File: src/rtl/core/salc_ram.sv
// ----------------------------------------------------------------------------
// salc_ram
// Generic single-write, single-read RAM with registered read data.
// ----------------------------------------------------------------------------
module salc_ram #(
   parameter int WIDTH = 8,
   parameter int DEPTH = 64
) (
   input  logic                                      clock,
   input  logic                                      wr_en,
   input  logic [((DEPTH > 1) ? $clog2(DEPTH) : 1)-1:0] wr_addr,
   input  logic [WIDTH-1:0]                          wr_data,
   input  logic                                      rd_en,
   input  logic [((DEPTH > 1) ? $clog2(DEPTH) : 1)-1:0] rd_addr,
   output logic [WIDTH-1:0]                          rd_data
);

   logic [WIDTH-1:0] mem_ff [DEPTH];
   logic [WIDTH-1:0] rd_data_ff;

   always_ff @(posedge clock) begin
      if (wr_en) begin
         mem_ff[wr_addr] <= wr_data;
      end
      if (rd_en) begin
         rd_data_ff <= mem_ff[rd_addr];
      end
   end

   assign rd_data = rd_data_ff;

endmodule

File: config.mk
export PLATFORM = sky130hd
export DESIGN_NAME = salc_ram
export DESIGN_NICKNAME = d
export VERILOG_FILES = /design/src/rtl/core/salc_ram.sv
export SDC_FILE = /design/constraint.sdc
export NUM_CORES = 1
export LEC_CHECK = 0
export BUFFER_PORTS_ARGS = -buffer_cell sky130_fd_sc_hd__buf_2
export CORE_ASPECT_RATIO = 1.75
export CORE_MARGIN = 2
export CORE_UTILIZATION = 40
export DETAILED_ROUTE_END_ITERATION = 7
export PLACE_DENSITY = 0.6
export REMOVE_ABC_BUFFERS = 1
export SLEW_MARGIN = 30
export SYNTH_ARGS = -nofsm -noshare
export SYNTH_HDL_FRONTEND = slang
export SYNTH_SLANG_ARGS = --single-unit
File: constraint.sdc
create_clock -name clock -period 2.2 [get_ports clock]
set_input_delay 0.11 -clock clock [delete_from_list [all_inputs] [get_ports clock]]
set_output_delay 0.11 -clock clock [all_outputs]
set_load 0.01 [all_outputs]
### Word level (Yosys, flattened, before mapping)

Memory sizes are Yosys's and may differ from the RTL's. A register that Yosys moved wholly into a read port is not among the register bits.
Cells that the tools add are included.
W data, S select, Z words.

| storage, ports and cells | value |
|---|---|
| register bits after elaboration | 0 |
| memory bits (writable) | 512 |
| input bits | 23 |
| output and inout bits | 8 |
| memories | 1 |

Memories:

| memory | depth | bits a word | rd ports | clocked after Yosys merged registers in | wr ports | line | text |
|---|---|---|---|---|---|---|---|
| mem_ff | 64 | 8 | 1 | 1 | 1 | 18 | `logic [WIDTH-1:0] mem_ff [DEPTH];` |

| cells by class | value |
|---|---|
| mux-type cells | 2 |

Operators with widths:

| kind | number |
|---|---|
| $mux W1 | 2 |

### Longest topological paths before layout

| logic depth | value |
|---|---|
| word-level depth | 2 |
| mapped depth | 9 |
| depth with buffers taken out | 5 |

### Worst setup path after synthesis

OpenSTA, ideal clock, no wires.

| timing path | value |
|---|---|
| kind | in2reg |
| from | input rd_addr[1] in the netlist's numbering |
| to | register rd_data_ff[3] (netlist: rd_data[3]), read port of mem_ff, data pin |
| setup time | 266 ps |
| arrival | 1650 ps |
| path slack | 284 ps |
| stages on the path | 7 |
| path through | buf_4 > buf_2 > buf_2 > mux4_2 > mux4_2 > o21ai_1 > o41ai_1 |

RTL lines:

| item | line | text |
|---|---|---|
| start, declared | 14 | `input logic [((DEPTH > 1) ? $clog2(DEPTH) : 1)-1:0] rd_addr,` |
| end, declared | 19 | `logic [WIDTH-1:0] rd_data_ff;` |

==> results.toml <==
[critical_path]
cpPeakStageDelay_ns = 0.48
rr_worst_depth = 6
crit_chain = "mux4_2, mux2_2, o221a_2, nor3_1, buf_4, o32ai_1"
worst-path-buf-inv = 1
cp_max_fo = 1
cpLargestDelayFamily = "multiplexers"
cp-start-kind = "register"
reg2reg_slack_ns = 0.10
path_class = "reg2reg"
r2r-end = "rd_data[6]"
slowest_stage = "mux4_2"
endpoint_kind = "register"
arrival_ns = 2.39
worstPathRequired_ns = 2.49
worstReg2RegStart = "mem_ff[24][6]"

[sta]
min_period_ns = 2.097
fin_crit_sh_pct = 95.31
slew_viol_final = 0
worst_pin_slew_ns = 0.7564
setup_viol = 0
rsz0062_at_grt = "false"
max_freq_mhz = 476.9
hold_violations = 0
clock_skew_ns = 0.02296
setup_slack_ns = 0.1032
relSlewSlack_pct = 49.57
finalSetupTns_ns = 0

[die]
die_area_um2 = 52500
design.core.area_um2 = 50320
io-pin-count = 31
die_h_um = 301.6
initial_utilization_pct = 40.23
row_count = 109
die_x_um = 174.1

[detailed_routing]
vias_per_cell = 5.480
drt_iter0_drc = 770
final_antenna_net_count = 0
wl_per_cell_um = 26.09
drc = 0
vias = 9821
drtPass1Iterations = 6
wl_mm = 46.76

[global_routing]
grt_pass1_vias = 10430
grt_pass1_wl_mm = 69.46
overflow = 0
antenna_found_initial = 1
grtUsageTotal_pct = 18.17
grt_max_degree = 65

[logic_synthesis]
ys_types = 39
synthCells = 940
synth_top_cell_by_area = "edfxtp_1"
netlist_area_um2 = 20250
synth_common_cells = "edfxtp_1 (520), mux4_2 (126), nor2_1 (83)"
postSynthAreaPerCell_um2 = 21.54
synth.area.top_cells = "edfxtp_1 (77%), mux4_2 (14%), nor2_1 (1.5%), mux2i_1 (1.1%), mux2_2 (0.72%)"
yosysSeqAreaShare_pct = 77.12
ys_async_sr_fraction_pct = 0
yosys.cell_count.top_type = "edfxtp_1"
ys_warn_count = 0
ys_seq_elements = 520
ys.flop_type = "edfxtp_1"
synth_top_area_share_pct = 77.12
synth_edf_count = 520

[cells_and_area]
diodes = 0
fin_nets = 1116
layout.cells.non_filler = 1792
area_growth_pct = 16.32
drive_gt1_share_pct = 32.42

[hold_path]
min_path_type = "in2reg"
hold_path_depth = 1
hold_start = "wr_data[4]"
hold_end = "mem_ff[17][4]"

[pwr]
p_total_uw = 20130
max-vdd-ir-drop_v = 0.0005571
p_per_area_nw_per_um2 = 854.6
leakage_uw = 0.007529

[placed_design]
dp_cells = 1714
dp_slack_ns = -0.2535
port_buffers = 30
gp_congestion = 0.8284
dpl.hpwl_mm = 31.89

[clocking]
numCtsBuffers = 42
cts_sinks = 520
cts_tree = "built"
cts_max_level = 2
clk_pin_slew_ns = 0.07
insertion_delay_ns = 0.56
cts-root-buf = "clkbuf_16"
clockBufferDepth = 3
postCtsSetupBuffers = 0

[run_status]
status = "finished, final reports clean"

[job]
maxCapViolations = 0
==> what timing repair did <==
item,CTS,global route
gates resized for setup,1,3
cloned,0,0
hold buffers,1,0
setup endpoints to repair,1,2
pin swaps,0,1
hold endpoints to repair,8,0
==> flip-flops by register name, summed over array words and instances, names as in the netlist <==
register,count
rd_data,8
mem_ff,512
==> worst register-to-register path, stage by stage, from the launching register on <==
cell	delay [ns]
edfxtp_1	0.36
mux4_2	0.48
mux2_2	0.29
o221a_2	0.28
nor3_1	0.20
buf_4	0.15
o32ai_1	0.08
==> per-stage QoR <==
step	utilization, %	area [um^2]	hold slack, ns
2_1_floorplan	-	19930	0.2089
3_3_place_gp	43.83	22060	0.4927
3_5_place_dp	43.83	22060	0.4992
4_1_cts	46.78	23540	0.005618
5_1_grt	46.80	23550	0.01987
6_report	46.80	23550	0.01822
==> per-layer routing <==
layer  vias up  track usage (%)  routed length (um)
li1       4219                -                   -
met1      5213            20.44               16420
met2       304            34.82               26480
met3        83            2.068                2072
met4         2            7.323                1769
met5         -                0                  18
==> cells by family (layout without fill, tap and decap cells) <==
kind of cell,Yosys count,after routing,synth area share (%)
AO/OA/AOI/OAI,54,54,2.064
AND/OR/NAND/NOR,153,153,3.374
buffers and inverters,51,237,1.563
multiplexers,162,162,15.88
flip-flops,520,520,77.12
==> placed cells by master, fill, tap and decap left out, types with 14 or more instances in the layout <==
cell | Yosys | routed
nand2_1 | 19 | 19
edfxtp_1 | 520 | 520
mux4_2 | 126 | 126
buf_4 | 13 | 118
clkbuf_16 | 0 | 43
nor2b_1 | 14 | 14
nor2_1 | 83 | 83
buf_2 | 11 | 27
mux2i_1 | 23 | 23
==> cell type report <==
cell class,count,area [um^2]
Sequential cell,520,15620
Clock inverter,32,382.9
Clock buffer,45,1084
Multi-Input combinational cell,369,4332
Tap cell,666,833.3
Timing Repair Buffer,160,1305
Fill cell,4156,26770
==> how the worst max path moves through the flow <==
stage	from	to	slack, ns	cells after the start
floorplan	mem_ff[29][4]	rd_data[4]	0.38	5
global placement	rd_addr[0]	rd_data[3]	-0.26	7
detailed placement	rd_addr[0]	rd_data[3]	-0.25	7
CTS	mem_ff[21][4]	rd_data[4]	0.03	6
global route	mem_ff[21][4]	rd_data[4]	0.04	6
finish	mem_ff[24][6]	rd_data[6]	0.10	6
==> power by group <==
part / total (uW) / internal [uW] / leakage [uW] / switching, uW
Combinational: 1110 / 464 / 0.00213 / 648
Clock: 8000 / 4630 / 0.000713 / 3370
Sequential: 11000 / 11000 / 0.00469 / 32.6
(Power assumes the default switching activity.)
